**config.mk**
```make
export PLATFORM = sky130hd
export DESIGN_NAME = lctg_queue
export DESIGN_NICKNAME = d
export VERILOG_FILES = /design/src/rtl/core/linear_chirp_tone_generator_core_assert.svh /design/src/rtl/core/lctg_pkg.sv /design/src/rtl/core/lctg_queue.sv
export SDC_FILE = /design/constraint.sdc
export NUM_CORES = 1
export LEC_CHECK = 0
export ABC_AREA = 1
export BUFFER_PORTS_ARGS = -buffer_cell sky130_fd_sc_hd__buf_2
export CORE_MARGIN = 1.5
export CORE_UTILIZATION = 50
export CTS_BUF_LIST = sky130_fd_sc_hd__clkbuf_16
export DETAILED_ROUTE_END_ITERATION = 10
export PLACE_DENSITY = 0.76
export SYNTH_ARGS = -nofsm -noshare
export SYNTH_HDL_FRONTEND = slang
export SYNTH_SLANG_ARGS = --single-unit
```
**constraint.sdc**
```tcl
create_clock -name clock -period 9.7 [get_ports clock]
set_clock_uncertainty 0.1 [all_clocks]
set_input_delay 1.94 -clock clock [delete_from_list [all_inputs] [get_ports clock]]
set_output_delay 1.94 -clock clock [all_outputs]
set_load 0.02 [all_outputs]
```
**src/rtl/core/linear_chirp_tone_generator_core_assert.svh**
```systemverilog
// Assertion macros shared by the chirp tone generator RTL.
`ifndef LINEAR_CHIRP_TONE_GENERATOR_CORE_ASSERT_SVH
`define LINEAR_CHIRP_TONE_GENERATOR_CORE_ASSERT_SVH

// Same-cycle implication, disabled during reset.
`define LCTG_ASSERT_IMPL(label, clk, rst, ante, cons, msg) \
   label: assert property (@(posedge clk) disable iff (rst) (ante) |-> (cons)) \
      else $error(msg);

// Next-cycle implication, disabled during reset.
`define LCTG_ASSERT_NEXT(label, clk, rst, ante, cons, msg) \
   label: assert property (@(posedge clk) disable iff (rst) (ante) |=> (cons)) \
      else $error(msg);

`endif

```
**src/rtl/core/lctg_pkg.sv**
```systemverilog
// Shared types, constants and the sine table function of the chirp tone generator.
`default_nettype none

package lctg_pkg;

   localparam int PHASE_W       = 32;
   localparam int ENV_W         = 32;
   localparam int START_INC_W   = 31;
   localparam int ENV_STEP_W    = 31;
   localparam int FRAME_COUNT_W = 20;
   localparam int VOLUME_W      = 16;
   localparam int CSR_INDEX_W   = 3;
   localparam int CSR_DATA_W    = 32;
   localparam int SINE_MAG_W    = 15;

   localparam logic [ENV_W-1:0] ENV_ONE = 32'h8000_0000;
   localparam logic [63:0]      PI_Q30  = 64'd3373259426;
   localparam logic [63:0]      ONE_Q30 = 64'd1 << 30;

   typedef enum logic [CSR_INDEX_W-1:0] {
      CSR_START_INCREMENT = 3'd0,
      CSR_INCREMENT_STEP  = 3'd1,
      CSR_ENVELOPE_STEP   = 3'd2,
      CSR_FRAME_COUNT     = 3'd3,
      CSR_VOLUME          = 3'd4,
      CSR_MUTED           = 3'd5
   } lctg_csr_index_type;

   typedef struct packed {
      logic [START_INC_W-1:0]   start_increment;
      logic [31:0]              increment_step;
      logic [ENV_STEP_W-1:0]    envelope_step;
      logic [FRAME_COUNT_W-1:0] frame_count;
      logic [VOLUME_W-1:0]      volume;
      logic                     muted;
   } lctg_cfg_type;

   localparam lctg_cfg_type CFG_RESET = '{
      start_increment: '0,
      increment_step:  '0,
      envelope_step:   '0,
      frame_count:     20'd17640,
      volume:          16'd32768,
      muted:           1'b0
   };

   // One tick's worth of work handed from the front end to the synthesis back end.
   typedef struct packed {
      logic [PHASE_W-1:0] phase;
      logic [ENV_W-1:0]   envelope;
      logic               active;
      logic               last;
   } lctg_entry_type;

   // Quarter-wave sine in Q15 from an angle in Q30 (odd Taylor series, nested form).
   function automatic logic [SINE_MAG_W-1:0] sine_q15(input logic [63:0] y);
      logic [63:0] y2;
      logic [63:0] t;
      logic [63:0] s;
      logic [63:0] v;
      y2 = (y * y) >> 30;
      t  = ONE_Q30;
      t  = ONE_Q30 - ((y2 * t) >> 30) / 64'd156;
      t  = ONE_Q30 - ((y2 * t) >> 30) / 64'd110;
      t  = ONE_Q30 - ((y2 * t) >> 30) / 64'd72;
      t  = ONE_Q30 - ((y2 * t) >> 30) / 64'd42;
      t  = ONE_Q30 - ((y2 * t) >> 30) / 64'd20;
      t  = ONE_Q30 - ((y2 * t) >> 30) / 64'd6;
      s  = (y * t) >> 30;
      v  = (s * 64'd32767 + (64'd1 << 29)) >> 30;
      if (v > 64'd32767) begin
         v = 64'd32767;
      end
      return v[SINE_MAG_W-1:0];
   endfunction

endpackage

`default_nettype wire

```
**src/rtl/core/lctg_queue.sv**
```systemverilog
// Two-entry queue between the front end and the synthesis back end.
`default_nettype none

module lctg_queue
   import lctg_pkg::*;
(
   input  wire logic           clock,
   input  wire logic           reset,
   input  wire logic           push,
   input  wire lctg_entry_type push_entry,
   output logic                full,
   output logic                head_valid,
   output lctg_entry_type      head_entry,
   input  wire logic           pop
);

   lctg_entry_type slot_ff [2];
   logic           wr_ptr_ff, wr_ptr_in;
   logic           rd_ptr_ff, rd_ptr_in;
   logic [1:0]     count_ff, count_in;

   assign full       = (count_ff == 2'd2);
   assign head_valid = (count_ff != 2'd0);
   assign head_entry = slot_ff[rd_ptr_ff];

   always_comb begin
      wr_ptr_in = push ? !wr_ptr_ff : wr_ptr_ff;
      rd_ptr_in = pop  ? !rd_ptr_ff : rd_ptr_ff;
      count_in  = count_ff + 2'(push) - 2'(pop);
   end

   always_ff @(posedge clock) begin
      if (reset) begin
         wr_ptr_ff <= 1'b0;
         rd_ptr_ff <= 1'b0;
         count_ff  <= 2'd0;
      end else begin
         wr_ptr_ff <= wr_ptr_in;
         rd_ptr_ff <= rd_ptr_in;
         count_ff  <= count_in;
      end
   end

   always_ff @(posedge clock) begin
      if (push) begin
         slot_ff[wr_ptr_ff] <= push_entry;
      end
   end

endmodule

`default_nettype wire

```
# Word level (Yosys, flattened, before mapping)
# Memories as Yosys holds them, arrays and structs flattened. A register that Yosys moved wholly into a read port is not among the register bits.
# Index checks and enable logic that the tools add are counted.
# word_totals
register_bits,4
mem_bits_rw,132
out_inout_bits,68
elab_cells,14
memories,1
# op_classes
n_addsub,2
n_eq_ne,1
muxes,4
reduce_logical,3
# memory_table
name,words,word_bits,read_ports,rd_ports_with_merged_regs,wr,line,rtl
slot_ff,2,66,1,1,1,lctg_queue.sv:17,lctg_entry_type slot_ff [2];
# ops
cell,count
two-way mux 1 bit,4
adder 2 x 1 -> 2 bit,1
== test 2 bit (second input constant),1
logical NOT 1 bit,2
nonzero test 2 bit,1
subtractor 2 x 1 -> 2 bit,1

# Logic depth before layout (Yosys ltp)
# depth
ltp_word,3
ltp_mapped,7
depth_no_buf,7

# Worst setup path after synthesis
# Ideal clock, no wire load.
# synth_timing
path_type,input port to flip-flop
startpoint,in push
endpoint,mem slot_ff[0][0] in the netlist's numbering (enable)
setup_time_ns,0.492
t_arrival_ns,4.748
required_time_ns,9.108
setup_slack_ns,4.360
stages,2
path_buffers,0
path_cell_list,inv_1 > nor2_1
# synth_via
elab_chain_len,2
# synth_lines
item,line,rtl
"start, declared",lctg_queue.sv:9,"input wire logic push,"
two-way mux 1 bit,lctg_queue.sv:45,if (push) begin
two-way mux 1 bit (not written as such),lctg_queue.sv:46,slot_ff[wr_ptr_ff] <= push_entry;
"end, declared",lctg_queue.sv:17,
# No other way between the ends.

==> impl_results.md <==
- Post-CTS Setup Bufs: 0
- Layout net count: 459
- Yosys warnings: 0
- Worst Max-Slew Pin Slew: 1.125 ns
- Clock transition at path regs: around 0.050 ns
- Crit Path Class: reg -> out
- Wire per inst: 15.60 um
- Cell area after synthesis: 5147 sq um
- DRT iter0 DRCs: 102
- Post-route DRC: 0
- Setup-failing EPs final: 0
- Detailed-router iteration count before antenna repair: 4
- Number of diodes: 0
- Cts repair resizes: 0
- Cell variety after synth: 14
- Final period utilization: 42.95%
- Worst path buffer plus inverter count: 1
- Root Buffer: clkbuf_16
- VDD IR max: about 0.13 mV
- Crit end category: primary output
- Initial core utilization: 52.18%
- Post-DRT Antenna Nets: 0
- TritonCTS clock tree: yes
- R2r endpoint: slot_ff[1][44]
- RePlAce Congestion: 0.7237
- Die Span Y: around 100 um
- Setup TNS: 0 ns
- Area Overhead vs Synth: 26.47%
- Sequential fraction of the synthesis area: about four fifths
- Vias in the first global route: 2635
- Final hold violation count: 0
- Initial antenna violation count: 0
- Syn Nets: 308
- RSZ-0062 raised after global routing: no
- Max_cap viols: 0
- Worst skew pair latency: around 0.40 ns
- Critical Path Max Stage Delay: 1.07 ns
- Core area: about 10000 sq um
- Die footprint: 10910 sq um
- Vias per cell: 4.908
- CP top delay family: flip-flops
- Max-slew violations: 0
- Post-cts hold buffer count: 0
- Hold path depth: 2
- Register bit total from synthesis: ~140
- First-pass GRT wire length: 12830 um
- PortBufs: 137
- Pwr Total: 0.001445 W
- Num CTS Buffers: 17
- Slowest cell on the critical path: dfxtp_4
- Max Root-Sink Buffers: 2
- Post-Syn Instances: 236
- Total global routing overflow: 0
- Crit-path cells: mux2_2 -> buf_2
- Max-slew headroom: 24.97%
- Ports: 138
- H-tree Lvls: 4
- Hold Crit Class: reg -> reg
- Total wire length: 8313 um
- Leak: 2.582 nW
- Vias: 2616
- Row Count: 36
- Clk sinks: 137
- Share of cells above drive strength 1: 60.00%
- FMAX: 0.2400 GHz
- Detailed-placement wirelength estimate: 5315 um
- GRT Overall Usage: 15.72%
- Hold Path Origin: rd_ptr_ff
- FF-to-FF setup slack: between 7 and 8 ns
- Avg Cell Area, Syn: 21.81 sq um
- FF-to-FF Start: wr_ptr_ff
- Required time of the worst setup path: between 7 and 8 ns
- Crit path max fanout: 66
- Status: finished clean
- Cells on worst reg2reg path: 3
- Horizontal die dimension: 104.5 um
- Worst setup SP type: flop
- Final worst path period need: 4.166 ns
- Crit path DAT: around 2.1 ns
- Pwr/cell area: 222.0 nW/um^2
- Largest net degree at the start of global routing: 67
-- sequential cells by signal, summed over array words and instances (netlist names), named ones only --
name,count
count_ff,2
rd_ptr_ff,1
wr_ptr_ff,1
slot_ff,132
-- cells in the final DEF (no fill, tap or decap), types with 2 or more instances in the layout --
master,netlist,routed
nand2_1,5,5
mux2_4,40,40
ha_1,2,2
inv_1,8,7
mux2_2,26,26
nor2_1,7,6
buf_2,2,137
clkinv_2,0,6
clkbuf_16,0,17
edfxtp_1,132,132
clkinvlp_4,0,4
inv_6,0,3
dfxtp_1,5,4
buf_4,0,2
-- cell families after synthesis --
logic type	count (synthesis)	synth area share, %
mux	66	17.36
flops	137	78.95
xor+xnor	1	0.1702
buf+inv	15	1.872
simple gates	14	1.069
compound gates	1	0.09714
fa+ha+maj	2	0.4861
-- worst reg2reg max path: cells and delay by family (launching register included) --
kind | cells | cell delay [ns]
simple gates | 1 | 0.08
flops | 1 | 0.39
buf+inv | 2 | 1.08
-- power by group --
part / switching [W] / internal [W]
sequential: 0.0000212 / 0.000685
combinational: 0.0000835 / 0.0000739
clock: 0.000230 / 0.000351
total: 0.000335 / 0.00111
-- cells in the mapped netlist --
library cell  count  area (sq um)
a21oi_1           1         5.000
buf_2             2         10.01
buf_6             5         56.30
dfxtp_1           5         100.1
edfxtp_1        132          3964
ha_1              2         25.02
inv_1             8         30.03
mux2_2           26         292.8
mux2_4           40         600.6
nand2_1           5         18.77
nand3_1           1         5.000
nor2_1            7         26.28
nor3_1            1         5.000
xnor2_1           1         8.760
-- routing by layer --
layer	track usage [%]	vias up	share of wire, %
li1	-	1224	-
met1	18.21	1276	42
met2	25.85	105	50
met3	6.078	11	6.5
met4	7.143	0	1.2
met5	0	-	0
-- per-stage QoR --
| stage | hold WS, ns | worst slack (ns) | instances | utilization (%) | cell area (sq um) |
|---|---|---|---|---|---|
| 2_1_floorplan | 0.3799 | 4.360 | 236 | - | 5147 |
| 3_3_place_gp | 0.3947 | 5.947 | 501 | 60.41 | 5959 |
| 3_5_place_dp | 0.4050 | 5.915 | 501 | 60.41 | 5959 |
| 4_1_cts | 0.4297 | 5.507 | 533 | 65.99 | 6510 |
| 5_1_grt | 0.4652 | 5.446 | 533 | 65.99 | 6510 |
| 6_report | 0.4290 | 5.534 | 533 | 65.99 | 6510 |
-- worst max-delay path by stage --
| stage | startpoint | to | slack, ns | depth (start not counted) |
|---|---|---|---|---|
| final | flop | head_entry[3] | 5.53 | 2 |
| after global routing | flop | head_entry[3] | 5.45 | 2 |
| after CTS | flop | head_entry[7] | 5.51 | 2 |
| after detailed placement | push | slot_ff[0][23] | 5.92 | 4 |
| after global placement | flop | head_entry[7] | 5.95 | 2 |
| after floorplan | push | slot_ff[0][0] | 4.36 | 2 |
-- final cells by class --
class | instances | area [sq um]
Sequential cell | 137 | 4068
Clock buffer | 17 | 425.4
Timing Repair Buffer | 139 | 700.7
Fill cell | 690 | 3354
Inverter | 8 | 30.03
Clock inverter | 15 | 125.1
Multi-Input combinational cell | 84 | 994.7
Tap cell | 133 | 166.4
No activity file was read; power rests on OpenSTA's default activity.
