`src/rtl/core/linear_chirp_tone_generator_core_assert.svh`:
```
// Assertion macros shared by the chirp tone generator RTL.
`ifndef LINEAR_CHIRP_TONE_GENERATOR_CORE_ASSERT_SVH
`define LINEAR_CHIRP_TONE_GENERATOR_CORE_ASSERT_SVH

// Same-cycle implication, disabled during reset.
`define LCTG_ASSERT_IMPL(label, clk, rst, ante, cons, msg) \
   label: assert property (@(posedge clk) disable iff (rst) (ante) |-> (cons)) \
      else $error(msg);

// Next-cycle implication, disabled during reset.
`define LCTG_ASSERT_NEXT(label, clk, rst, ante, cons, msg) \
   label: assert property (@(posedge clk) disable iff (rst) (ante) |=> (cons)) \
      else $error(msg);

`endif

```
`src/rtl/core/lctg_pkg.sv`:
```
// Shared types, constants and the sine table function of the chirp tone generator.
`default_nettype none

package lctg_pkg;

   localparam int PHASE_W       = 32;
   localparam int ENV_W         = 32;
   localparam int START_INC_W   = 31;
   localparam int ENV_STEP_W    = 31;
   localparam int FRAME_COUNT_W = 20;
   localparam int VOLUME_W      = 16;
   localparam int CSR_INDEX_W   = 3;
   localparam int CSR_DATA_W    = 32;
   localparam int SINE_MAG_W    = 15;

   localparam logic [ENV_W-1:0] ENV_ONE = 32'h8000_0000;
   localparam logic [63:0]      PI_Q30  = 64'd3373259426;
   localparam logic [63:0]      ONE_Q30 = 64'd1 << 30;

   typedef enum logic [CSR_INDEX_W-1:0] {
      CSR_START_INCREMENT = 3'd0,
      CSR_INCREMENT_STEP  = 3'd1,
      CSR_ENVELOPE_STEP   = 3'd2,
      CSR_FRAME_COUNT     = 3'd3,
      CSR_VOLUME          = 3'd4,
      CSR_MUTED           = 3'd5
   } lctg_csr_index_type;

   typedef struct packed {
      logic [START_INC_W-1:0]   start_increment;
      logic [31:0]              increment_step;
      logic [ENV_STEP_W-1:0]    envelope_step;
      logic [FRAME_COUNT_W-1:0] frame_count;
      logic [VOLUME_W-1:0]      volume;
      logic                     muted;
   } lctg_cfg_type;

   localparam lctg_cfg_type CFG_RESET = '{
      start_increment: '0,
      increment_step:  '0,
      envelope_step:   '0,
      frame_count:     20'd17640,
      volume:          16'd32768,
      muted:           1'b0
   };

   // One tick's worth of work handed from the front end to the synthesis back end.
   typedef struct packed {
      logic [PHASE_W-1:0] phase;
      logic [ENV_W-1:0]   envelope;
      logic               active;
      logic               last;
   } lctg_entry_type;

   // Quarter-wave sine in Q15 from an angle in Q30 (odd Taylor series, nested form).
   function automatic logic [SINE_MAG_W-1:0] sine_q15(input logic [63:0] y);
      logic [63:0] y2;
      logic [63:0] t;
      logic [63:0] s;
      logic [63:0] v;
      y2 = (y * y) >> 30;
      t  = ONE_Q30;
      t  = ONE_Q30 - ((y2 * t) >> 30) / 64'd156;
      t  = ONE_Q30 - ((y2 * t) >> 30) / 64'd110;
      t  = ONE_Q30 - ((y2 * t) >> 30) / 64'd72;
      t  = ONE_Q30 - ((y2 * t) >> 30) / 64'd42;
      t  = ONE_Q30 - ((y2 * t) >> 30) / 64'd20;
      t  = ONE_Q30 - ((y2 * t) >> 30) / 64'd6;
      s  = (y * t) >> 30;
      v  = (s * 64'd32767 + (64'd1 << 29)) >> 30;
      if (v > 64'd32767) begin
         v = 64'd32767;
      end
      return v[SINE_MAG_W-1:0];
   endfunction

endpackage

`default_nettype wire

```
`src/rtl/core/lctg_req_if.sv`:
```
// Request channel: one sample tick with an optional start request.
`default_nettype none

interface lctg_req_if;
   logic valid;
   logic ready;
   logic start_request;

   modport source (output valid, output start_request, input ready);
   modport sink   (input valid, input start_request, output ready);
endinterface

`default_nettype wire

```
`src/rtl/core/lctg_front.sv`:
```
// Front end: accepts ticks, applies start requests and advances the sweep state.
`default_nettype none
`include "linear_chirp_tone_generator_core_assert.svh"

module lctg_front
   import lctg_pkg::*;
#(
   parameter int FRAME_INDEX_WIDTH = 20
) (
   input  wire logic           clock,
   input  wire logic           reset,
   lctg_req_if.sink            req_ch,
   input  wire lctg_cfg_type   cfg,
   input  wire logic           q_full,
   output logic                push,
   output lctg_entry_type      push_entry
);

   localparam int CmpW = (FRAME_INDEX_WIDTH + 1 > FRAME_COUNT_W) ?
                         FRAME_INDEX_WIDTH + 1 : FRAME_COUNT_W;

   logic [PHASE_W-1:0]           phase_ff, phase_in;
   logic [PHASE_W-1:0]           incr_ff, incr_in;
   logic [ENV_W-1:0]             env_ff, env_in;
   logic [FRAME_INDEX_WIDTH-1:0] idx_ff, idx_in;
   logic                         active_ff, active_in;

   logic                         accept;
   logic                         start_fire;
   logic [PHASE_W-1:0]           eff_phase;
   logic [PHASE_W-1:0]           eff_incr;
   logic [ENV_W-1:0]             eff_env;
   logic [FRAME_INDEX_WIDTH-1:0] eff_idx;
   logic                         eff_active;
   logic [CmpW-1:0]              idx_plus_one;
   logic                         last;

   assign req_ch.ready = !q_full;
   assign accept       = req_ch.valid && req_ch.ready;
   assign start_fire   = req_ch.start_request && !cfg.muted && (cfg.frame_count != '0);

   // A start reloads the sweep before this tick's sample is taken.
   always_comb begin
      if (start_fire) begin
         eff_phase  = '0;
         eff_incr   = PHASE_W'(cfg.start_increment);
         eff_env    = ENV_ONE;
         eff_idx    = '0;
         eff_active = 1'b1;
      end else begin
         eff_phase  = phase_ff;
         eff_incr   = incr_ff;
         eff_env    = env_ff;
         eff_idx    = idx_ff;
         eff_active = active_ff;
      end
   end

   assign idx_plus_one = CmpW'(eff_idx) + CmpW'(1);
   assign last = (idx_plus_one >= CmpW'(cfg.frame_count)) || (&eff_idx);

   assign push                = accept;
   assign push_entry.phase    = eff_phase;
   assign push_entry.envelope = eff_env;
   assign push_entry.active   = eff_active;
   assign push_entry.last     = eff_active && last;

   always_comb begin
      phase_in  = phase_ff;
      incr_in   = incr_ff;
      env_in    = env_ff;
      idx_in    = idx_ff;
      active_in = active_ff;
      if (accept && eff_active) begin
         phase_in = eff_phase + eff_incr;
         incr_in  = eff_incr + cfg.increment_step;
         // Floor the envelope at zero.
         if (eff_env > ENV_W'(cfg.envelope_step)) begin
            env_in = eff_env - ENV_W'(cfg.envelope_step);
         end else begin
            env_in = '0;
         end
         idx_in    = last ? '0 : eff_idx + FRAME_INDEX_WIDTH'(1);
         active_in = !last;
      end
   end

   always_ff @(posedge clock) begin
      if (reset) begin
         phase_ff  <= '0;
         incr_ff   <= '0;
         env_ff    <= '0;
         idx_ff    <= '0;
         active_ff <= 1'b0;
      end else begin
         phase_ff  <= phase_in;
         incr_ff   <= incr_in;
         env_ff    <= env_in;
         idx_ff    <= idx_in;
         active_ff <= active_in;
      end
   end

   `LCTG_ASSERT_NEXT(a_start_loads_increment, clock, reset, accept && start_fire, phase_ff == PHASE_W'($past(cfg.start_increment)), "start did not step phase by start increment")

endmodule

`default_nettype wire

```
`src/flat_wrapper.sv`:
```
// flat-port wrapper written by rule: the top's interface ports become plain ports
module lctg_front_flat import lctg_pkg::*;
#(
   parameter int FRAME_INDEX_WIDTH = 20
)
  (clock, reset, cfg, q_full, push, push_entry, req_ch_valid, req_ch_start_request, req_ch_ready);
  lctg_req_if req_ch_i ();
  input  wire logic clock;
  input  wire logic reset;
  input  wire lctg_cfg_type cfg;
  input  wire logic q_full;
  output logic push;
  output lctg_entry_type push_entry;
  input wire logic [$bits(req_ch_i.valid)-1:0] req_ch_valid;
  input wire logic [$bits(req_ch_i.start_request)-1:0] req_ch_start_request;
  output wire logic [$bits(req_ch_i.ready)-1:0] req_ch_ready;
  assign req_ch_i.valid = req_ch_valid;
  assign req_ch_i.start_request = req_ch_start_request;
  assign req_ch_ready = req_ch_i.ready;
  lctg_front #(.FRAME_INDEX_WIDTH(FRAME_INDEX_WIDTH)) u_core (.clock(clock), .reset(reset), .req_ch(req_ch_i), .cfg(cfg), .q_full(q_full), .push(push), .push_entry(push_entry));
endmodule
```
`config.mk`:
```
export PLATFORM = sky130hd
export DESIGN_NAME = lctg_front_flat
export DESIGN_NICKNAME = d
export VERILOG_FILES = /design/src/rtl/core/lctg_pkg.sv /design/src/rtl/core/lctg_req_if.sv /design/src/rtl/core/lctg_front.sv /design/src/flat_wrapper.sv
export VERILOG_INCLUDE_DIRS = /design/src /design/src/rtl/core
export SDC_FILE = /design/constraint.sdc
export NUM_CORES = 1
export LEC_CHECK = 0
export ABC_AREA = 1
export BUFFER_PORTS_ARGS = -buffer_cell sky130_fd_sc_hd__buf_2
export CAP_MARGIN = 20
export CELL_PAD_IN_SITES_DETAIL_PLACEMENT = 2
export CELL_PAD_IN_SITES_GLOBAL_PLACEMENT = 2
export CORE_ASPECT_RATIO = 1.1
export CORE_MARGIN = 4
export CORE_UTILIZATION = 33
export DETAILED_ROUTE_END_ITERATION = 16
export HOLD_SLACK_MARGIN = 0.15
export PLACE_DENSITY = 0.95
export SETUP_SLACK_MARGIN = 0.02
export SYNTH_ARGS = -nofsm -noshare
export SYNTH_HDL_FRONTEND = slang
export SYNTH_SLANG_ARGS = --single-unit
export TNS_END_PERCENT = 10
```
`constraint.sdc`:
```
create_clock -name clock -period 5.6 [get_ports clock]
set_input_delay 0.56 -clock clock [delete_from_list [all_inputs] [get_ports clock]]
set_output_delay 0.56 -clock clock [all_outputs]
set_load 0.03 [all_outputs]
```
* After elaboration in Yosys (flattened, before gate mapping)
Index checks and enable logic that the tools add are counted.
Word-level totals: register bits after elaboration 117, bits of input ports 136, output and inout port bits 68, word-level logic and storage cells 30
Cells by class: $add $sub $neg 5, order comparisons 2, mux-type cells 7, reductions and logical operators 11
Operators with widths (number):
- 32-bit 2-to-1 mux | 4
- 32-bit adder | 2
- 20-bit 2-to-1 mux | 2
- 32-bit by 31-bit greater-than comparator with 1-bit output | 1
- 32-bit by 31-bit subtractor with 32-bit output | 1
- 20-bit by 1-bit adder with 21-bit output (second input constant) | 1
- 21-bit by 20-bit >= comparator with 1-bit output | 1
- 20-bit by 1-bit adder with 20-bit output (second input constant) | 1
- 20-bit AND reduction | 1
- 20-bit nonzero test | 1
- 1-bit logical AND | 5
- 1-bit logical NOT | 3
- 1-bit logical OR | 1
- 1-bit 2-to-1 mux | 1

* Depth between registers and ports, before layout
Gate-level depths: netlist (run 1).
word-level depth 8, mapped depth 34, depth with buffers taken out 31

* Least setup slack after synthesis (run 1)
Ideal clock, no wire load.
path type input to output, start input cfg[20] (netlist bit), end output push_entry[0] (netlist bit), arrival 3696 ps, required time 5040 ps, slack 1344 ps, stages 31, path buffers 2, cells stage by stage nor2_1 -> nand3_1 -> nor2_1 -> nand2_1 -> nand2_4 -> inv_2 -> clkbuf_1 -> clkbuf_1 -> nor2_1 -> ha_1 -> nand2_1 -> nor2_4 -> nand3_1 -> inv_1 -> nand3_2 -> xor2_1 -> ha_1 -> nand2_1 -> nor2_1 -> inv_1 -> nor2_1 -> nand2_1 -> nand3_1 -> nand2_1 -> nand2_1 -> nand2_1 -> nand3_1 -> nand2_1 -> nand3_1 -> nand2_1 -> inv_1
RTL lines:
- from (decl) | RTL line flat_wrapper.sv:10 | input wire lctg_cfg_type cfg;
- to (decl) | RTL line flat_wrapper.sv:13 | output lctg_entry_type push_entry;

==> results of run 1 <==
==> cell type report <==
cell class | count | area (µm²)
well taps | 444 | 556
fillers | 4448 | 21400
flip-flops and latches | 117 | 2340
repair buffers | 203 | 1080
multi-input cells | 1434 | 7850
clock inverters | 9 | 104
clock buffers | 21 | 470
inverters | 321 | 1210
==> where the power goes <==
| group | leakage (nW) | switching, mW | internal, mW |
|---|---|---|---|
| clock | 0.281 | 0.463 | 0.682 |
| combinational | 5.67 | 0.463 | 0.213 |
| sequential | 0.948 | 0.0117 | 0.856 |
==> per-layer routing <==
metal | vias up | track usage | part of all wire
met5 | - | 0 | 0
met4 | 0 | 0.153 | 0.053
met3 | 152 | 0.0292 | 0.027
met2 | 365 | 0.529 | 0.52
met1 | 6950 | 0.314 | 0.40
li1 | 6534 | - | -
==> logic make-up after synthesis <==
logic type | after synthesis | synth area share
simple gates | 816 | 0.288
flops | 117 | 0.200
compound gates | 420 | 0.195
buf+inv | 379 | 0.129
xor+xnor | 81 | 0.0607
fa+ha+maj | 117 | 0.127
==> worst reg2reg max path, delay by kind of cell, from the launching register on <==
family,cells,cell delay [ns]
buffers and inverters,4,0.63
AO/OA/AOI/OAI,1,0.26
AND/OR/NAND/NOR,18,2.03
adder cells (fa/ha/maj),2,0.61
flip-flops,1,0.49
XOR/XNOR,1,0.31
==> placed cells by master, fill, tap and decap left out, drive strengths merged, types with 26 or more instances in the layout <==
cell type and count:
inv 319, ha 114, nor2 227, o21ai 136, buf 203, xnor2 26
nand2 438, dfxtp 117, xor2 55, nand3 93, a21oi 214
==> synthesized netlist by cell type (3+ instances only) <==
library cell,n,share of area
a21boi_0,7,0.0045
a21o_1,16,0.010
a21oi_1,213,0.091
a31oi_1,9,0.0048
buf_1,5,0.0016
buf_2,14,0.0060
buf_6,4,0.0039
clkbuf_1,31,0.0099
dfxtp_1,117,0.20
fa_1,3,0.0051
ha_1,114,0.12
inv_1,317,0.10
nand2_1,435,0.14
nand3_1,90,0.039
nand3_2,3,0.0026
nand3b_1,9,0.0058
nand4_1,18,0.0096
nor2_1,224,0.072
nor3_1,18,0.0077
nor4_1,6,0.0032
o211ai_1,9,0.0058
o21a_1,8,0.0051
o21ai_0,135,0.058
o21bai_1,15,0.0096
or2_2,3,0.0016
xnor2_1,26,0.019
xor2_1,55,0.041
==> worst min-delay path by stage <==
| stage | cells after the start | endpoint |
|---|---|---|
| 2_1_floorplan | 2 | u_core.incr_ff[2]$_SDFFE_PP0P_ |
| 3_3_place_gp | 2 | u_core.incr_ff[2]$_SDFFE_PP0P_ |
| 3_5_place_dp | 2 | u_core.incr_ff[3]$_SDFFE_PP0P_ |
| 4_1_cts | 2 | u_core.incr_ff[3]$_SDFFE_PP0P_ |
| 5_1_grt | 2 | u_core.phase_ff[1]$_SDFFE_PP0P_ |
| 6_report | 2 | u_core.incr_ff[3]$_SDFFE_PP0P_ |
==> state kept, by name, indices dropped and copies added (netlist names) <==
register / flops
u_core.env_ff: 32
u_core.active_ff: 1
u_core.phase_ff: 32
u_core.incr_ff: 32
u_core.idx_ff: 20
==> metrics by stage <==
stage	hold slack (ns)	area, µm²	util
final	0.457	13600	0.388
after global routing	0.487	13600	0.388
after CTS	0.461	13600	0.387
after detailed placement	0.451	13000	0.371
after global placement	0.434	13000	0.370
after floorplan	0.425	11700	-
==> what timing repair did <==
item	in CTS	in global routing
setup buffers	0	5
resized for setup	0	0
hold buffers	0	0
endpoints found under the setup margin	0	1
==> impl_results.md, run 1 <==
* Net Count, Synth at between 2000 and 2500
* 1st-iter DRT viols at between 700 and 800
* Mapped Area at between 0.01 and 0.015 mm²
* CTS tree: done
* Finished Layout Cells at ~2500
* DIE AREA at around 0.039 mm²
* RR Startpoint: u_core.idx_ff[1]$_SDFFE_PP0P_
* Remaining DRCs at 0
* Cells after Synth at roughly 1900
* Max Freq at approximately 190 MHz
* Total power at between 2 and 3 mW
* Placed Cells at between 2000 and 3000
* Measured slew at the worst slew-check pin at approximately 0.88 ns
* Core footprint at about 0.035 mm²
* Period minus WS final at roughly 5.2 ns
* Ant diodes at 0
* Slew margin rel. at 0.407
* Skew final at ~0.014 ns
* TritonCTS buffer count at 17
* Vias/cell at ~5.5
* Worst-Skew Late Latency at between 0.4 and 0.5 ns
* Crit-path most repeated cell: nand2_1
* Top_reg_cell synth: dfxtp_1
* Hold Path Origin: u_core.incr_ff[3]$_SDFFE_PP0P_
* CP arrival at roughly 4.7 ns
* Share of cells above drive strength 1 at 0.119
* Drt wl/cell at around 22 µm
* Total wire length at roughly 56000 µm
* Worst Setup Start Kind: input port
* Ys Warns at 0
* Worst hold-check path type: flop to flop
* Placer congestion estimate at around 0.91
* Initial antenna violation count at 0
* WS Path Type: input port to output port
* Pwr Density at between 150 and 200 mW/mm²
* Synth Register Bits at 117
* WP buf/inv at 6
* DR vias at around 14000
* Worst Path Max Fanout at 11
* Yosys cell types at 47
* Syn_area_per_cell at between 6 and 7 µm²
* Outcome: finished clean
* Clock-pin slew on the worst setup and hold paths at about 0.06 ns
* Synthesis-to-finish area growth at 16.4%
* Clock tree sinks at ~120
* Root cell of the clock tree: clkbuf_16
* Antenna viol nets, final at 0
* Largest net degree at the start of global routing at between 100 and 150
* Slowest stage delay, CP at approximately 0.32 ns
* Final nets at 2347
* R2R Setup Slk at between 1 and 1.5 ns
* GRT Residual Overflow at 0
* Worst R2R End: u_core.idx_ff[3]$_SDFFE_PP0P_
* Leakage at around 6.9 nW
* Fin crit share at 0.937
* Largest buffer count on any clock path at 2
* Max-slew violations at 0
* Unrepaired setup endpoints after global routing: false
* Sequential cell area fraction in the yosys report at 0.200
* Number of synthesized flops with an enable pin at 0
* Final setup TNS at 0 ns
* Max-cap violations at 0
* Hpwl dp at approximately 42000 µm
* Number of global-route vias before repair at 16156
* Die Span X at ~190 µm
* Critical Path RT at between 5 and 6 ns
* CP endpoint kind: output port
* Worst path depth at 31
* IO Pins at 204
* Worst vdd rail ir drop at around 0.24 mV
* Die Y at just over 200 µm
* CP startpoint: cfg[20]
* Post-synthesis async set-or-reset flop share at 0
* # setup viols final at 0
* # H-tree levels at 4
* Critical Path Sink: push_entry[0]
* Reg2Reg Depth at 26
* Pre-CTS setup slack at approximately 0.41 ns
* Initial Utilization at 0.334
* Final worst setup slack at ~0.35 ns
* Delay-heaviest family, CP: simple AND/OR/NAND/NOR gates
* Critical path's slowest cell: ha_1
* Site Rows at just over 70
* All-Layer GR Usage at 0.282
* First-pass GRT wire length at between 80000 and 90000 µm
* DR pass1 iterations at 5
* I/O Buffers at ~190
* Final hold viol count at 0
No activity file was read; power rests on OpenSTA's default activity.
==> inputs of run 2 (changes only) <==
- CORE_UTILIZATION: 33 -> 25
- HOLD_SLACK_MARGIN: 0.15 -> not set
- PLACE_DENSITY: 0.95 -> 0.8
==> impl_results.md, run 2 (synthesis results as in run 1) <==
* Final hold viol count at 0 (unchanged)
* Most frequent cells in the layout: 435 x nand2_1, 317 x inv_1, 224 x nor2_1 (unchanged)
* Skew final at 0.00887 ns (was 0.0142 ns)
* Cts hold-fix bufs at 0 (unchanged)
* Worst R2R End: u_core.idx_ff[2]$_SDFFE_PP0P_ (was u_core.idx_ff[3]$_SDFFE_PP0P_)
* Critical Path Sink: push_entry[0] (unchanged)
* Vias/cell at 4.91 (was 5.49)
* Sequential share of power at 0.323 (about the same)
* Multi-input gate area at 0.00785 mm² (unchanged)
* Initial Utilization at 0.254 (was 0.334)
* Setup Fix Bufs, Post-CTS at 0 (unchanged)
* Slew margin rel. at 0.421 (was 0.407)
* Placer congestion estimate at 0.859 (was 0.910)
* Critical Path RT at 5.04 ns (about the same)
* DR vias at 13199 (was 14001)
* 1st-iter DRT viols at 458 (was 763)
* Core footprint at 0.0460 mm² (was 0.0350 mm²)
* Clock-pin slew on the worst setup and hold paths at 0.06 ns (about the same)
* R2R Setup Slk at 1.83 ns (was 1.14 ns)
* Register Area at 0.00234 mm² (unchanged)
* Ant diodes at 0 (unchanged)
* I/O Buffers at 187 (unchanged)
* CP startpoint: cfg[33] (was cfg[20])
* Pre-CTS setup slack at 0.677 ns (was 0.413 ns)
* CP arrival at 4.37 ns (was 4.69 ns)
* Int Pwr at 1.77 mW (was 1.75 mW)
* CTS tree: done (unchanged)
* Hold Path Origin: u_core.incr_ff[3]$_SDFFE_PP0P_ (unchanged)
* Outcome: finished clean (unchanged)
* GRT Residual Overflow at 0 (unchanged)
* P_sw at 908 µW (was 938 µW)
* Initial antenna violation count at 0 (unchanged)
* Worst Path Max Fanout at 22 (was 11)
* Placed Area at 0.0132 mm² (was 0.0130 mm²)
* Reg2Reg Depth at 26 (unchanged)
* Final nets at 2341 (was 2347)
* Final setup TNS at 0 ns (unchanged)
* All-Layer GR Usage at 0.190 (was 0.282)
* DR pass1 iterations at 5 (unchanged)
* Logic gate share of total power at 0.239 (was 0.251)
* Antenna viol nets, final at 0 (unchanged)
* Core Util, Final at 0.299 (was 0.388)
* Site Rows at 82 (was 72)
* Worst Setup Start Kind: input port (unchanged)
* Largest buffer count on any clock path at 2 (unchanged)
* Share of cells above drive strength 1 at 0.117 (was 0.119)
* Worst-Skew Late Latency at 0.45 ns (about the same)
* Max-cap violations at 0 (unchanged)
* Pwr Density at 195 mW/mm² (was 198 mW/mm²)
* Fillers at 5779 (was 4448)
* Period minus WS final at 4.93 ns (was 5.25 ns)
* Worst vdd rail ir drop at 0.219 mV (was 0.242 mV)
* WS Path Type: input port to output port (unchanged)
* RR Startpoint: u_core.idx_ff[0]$_SDFFE_PP0P_ (was u_core.idx_ff[1]$_SDFFE_PP0P_)
* First-pass GRT wire length at 78100 µm (was 87500 µm)
* Crit-path most repeated cell: nand2_1 (unchanged)
* Leakage at 6.88 nW (was 6.90 nW)
* Root cell of the clock tree: clkbuf_16 (unchanged)
* TritonCTS buffer count at 17 (unchanged)
* Hpwl dp at 38300 µm (was 41600 µm)
* Final Cell Area at 0.0137 mm² (was 0.0136 mm²)
* Die Span X at 214 µm (was 188 µm)
* # H-tree levels at 4 (unchanged)
* Critical path's slowest cell: ha_1 (unchanged)
* DIE AREA at 0.0503 mm² (was 0.0385 mm²)
* IO Pins at 204 (unchanged)
* Measured slew at the worst slew-check pin at 0.867 ns (was 0.881 ns)
* Slowest stage delay, CP at 0.31 ns (was 0.32 ns)
* Max-slew violations at 0 (unchanged)
* Unrepaired setup endpoints after global routing: false (unchanged)
* # setup viols final at 0 (unchanged)
* CP endpoint kind: output port (unchanged)
* Regs by FF count: u_core.env_ff (32), u_core.incr_ff (32), u_core.phase_ff (32) (unchanged)
* Drt wl/cell at 18.1 µm (was 21.9 µm)
* Post-CTS sizing at 0 (unchanged)
* Fin crit share at 0.880 (was 0.937)
* Clock tree sinks at 117 (unchanged)
* Synthesis-to-finish area growth at 17.5% (was 16.4%)
* Worst hold-check path type: flop to flop (unchanged)
* Leading cell type in the layout, fill and taps excluded: nand2_1 (unchanged)
* Switch share at 0.339 (was 0.349)
* Number of global-route vias before repair at 14659 (was 16156)
* Final worst setup slack at 0.673 ns (was 0.351 ns)
* Max Freq at 203 MHz (was 191 MHz)
* Clock power share at 0.438 (was 0.426)
* Largest net degree at the start of global routing at 114 (was 113)
* Die Y at 235 µm (was 205 µm)
* Total wire length at 48800 µm (was 55900 µm)
* Remaining DRCs at 0 (unchanged)
* Total power at 2.68 mW (was 2.69 mW)
## run 2: cell types whose count changed in the layout (fill, tap and decap cells not counted), sizes merged
cell      before  now
clkinvlp       2    1
buf          203  197
clkinv         7    9
bufinv         2    3
## run 2: per-stage QoR
stage               hold slack, ns  instances
floorplan                    0.425       1930
global placement             0.435       2657
detailed placement           0.447       2657
CTS                          0.456       2689
global route                 0.474       2689
finish                       0.452       2689
## run 2: cell type report
type	instances	area share
Multi-Input combinational cell	1434	0.571
Inverter	321	0.0878
Tap cell	588	0.0535
Sequential cell	117	0.170
Clock buffer	21	0.0328
Timing Repair Buffer	197	0.0745
Clock inverter	11	0.00965
## run 2: how the worst min path moves through the flow
stage / to / slack [ns] / cells past startpoint
final: u_core.incr_ff[3]$_SDFFE_PP0P_ / 0.45 / 2
after global routing: u_core.incr_ff[3]$_SDFFE_PP0P_ / 0.47 / 2
after CTS: u_core.incr_ff[3]$_SDFFE_PP0P_ / 0.46 / 2
after detailed placement: u_core.incr_ff[3]$_SDFFE_PP0P_ / 0.45 / 2
after global placement: u_core.incr_ff[3]$_SDFFE_PP0P_ / 0.43 / 2
after floorplan: u_core.incr_ff[2]$_SDFFE_PP0P_ / 0.42 / 2
## run 2: power by group through the flow
stage	clock, mW	combinational [mW]	sequential, mW
after floorplan	0	0.425	0.881
after global placement	0	0.609	0.882
after detailed placement	0	0.638	0.884
after CTS	1.21	0.648	0.866
after global routing	1.25	0.718	0.868
final	1.17	0.639	0.866
## run 2: metal layers
layer / track usage / vias to the layer above / part of all wire / wire, µm
met3: 0.0249 / 41 / 0.025 / 1240
met1: 0.228 / 6488 / 0.45 / 21900
li1: - / 6522 / - / -
met4: 0.0519 / 0 / 0.017 / 847
met5: 0 / - / 0 / 0
met2: 0.355 / 148 / 0.51 / 24800
## run 2: critical path, delay by kind of cell
kind,cells,cell delay (ns)
XOR/XNOR,1,0.21
adder cells (fa/ha/maj),2,0.52
buffers and inverters,6,0.62
AND/OR/NAND/NOR,22,2.45
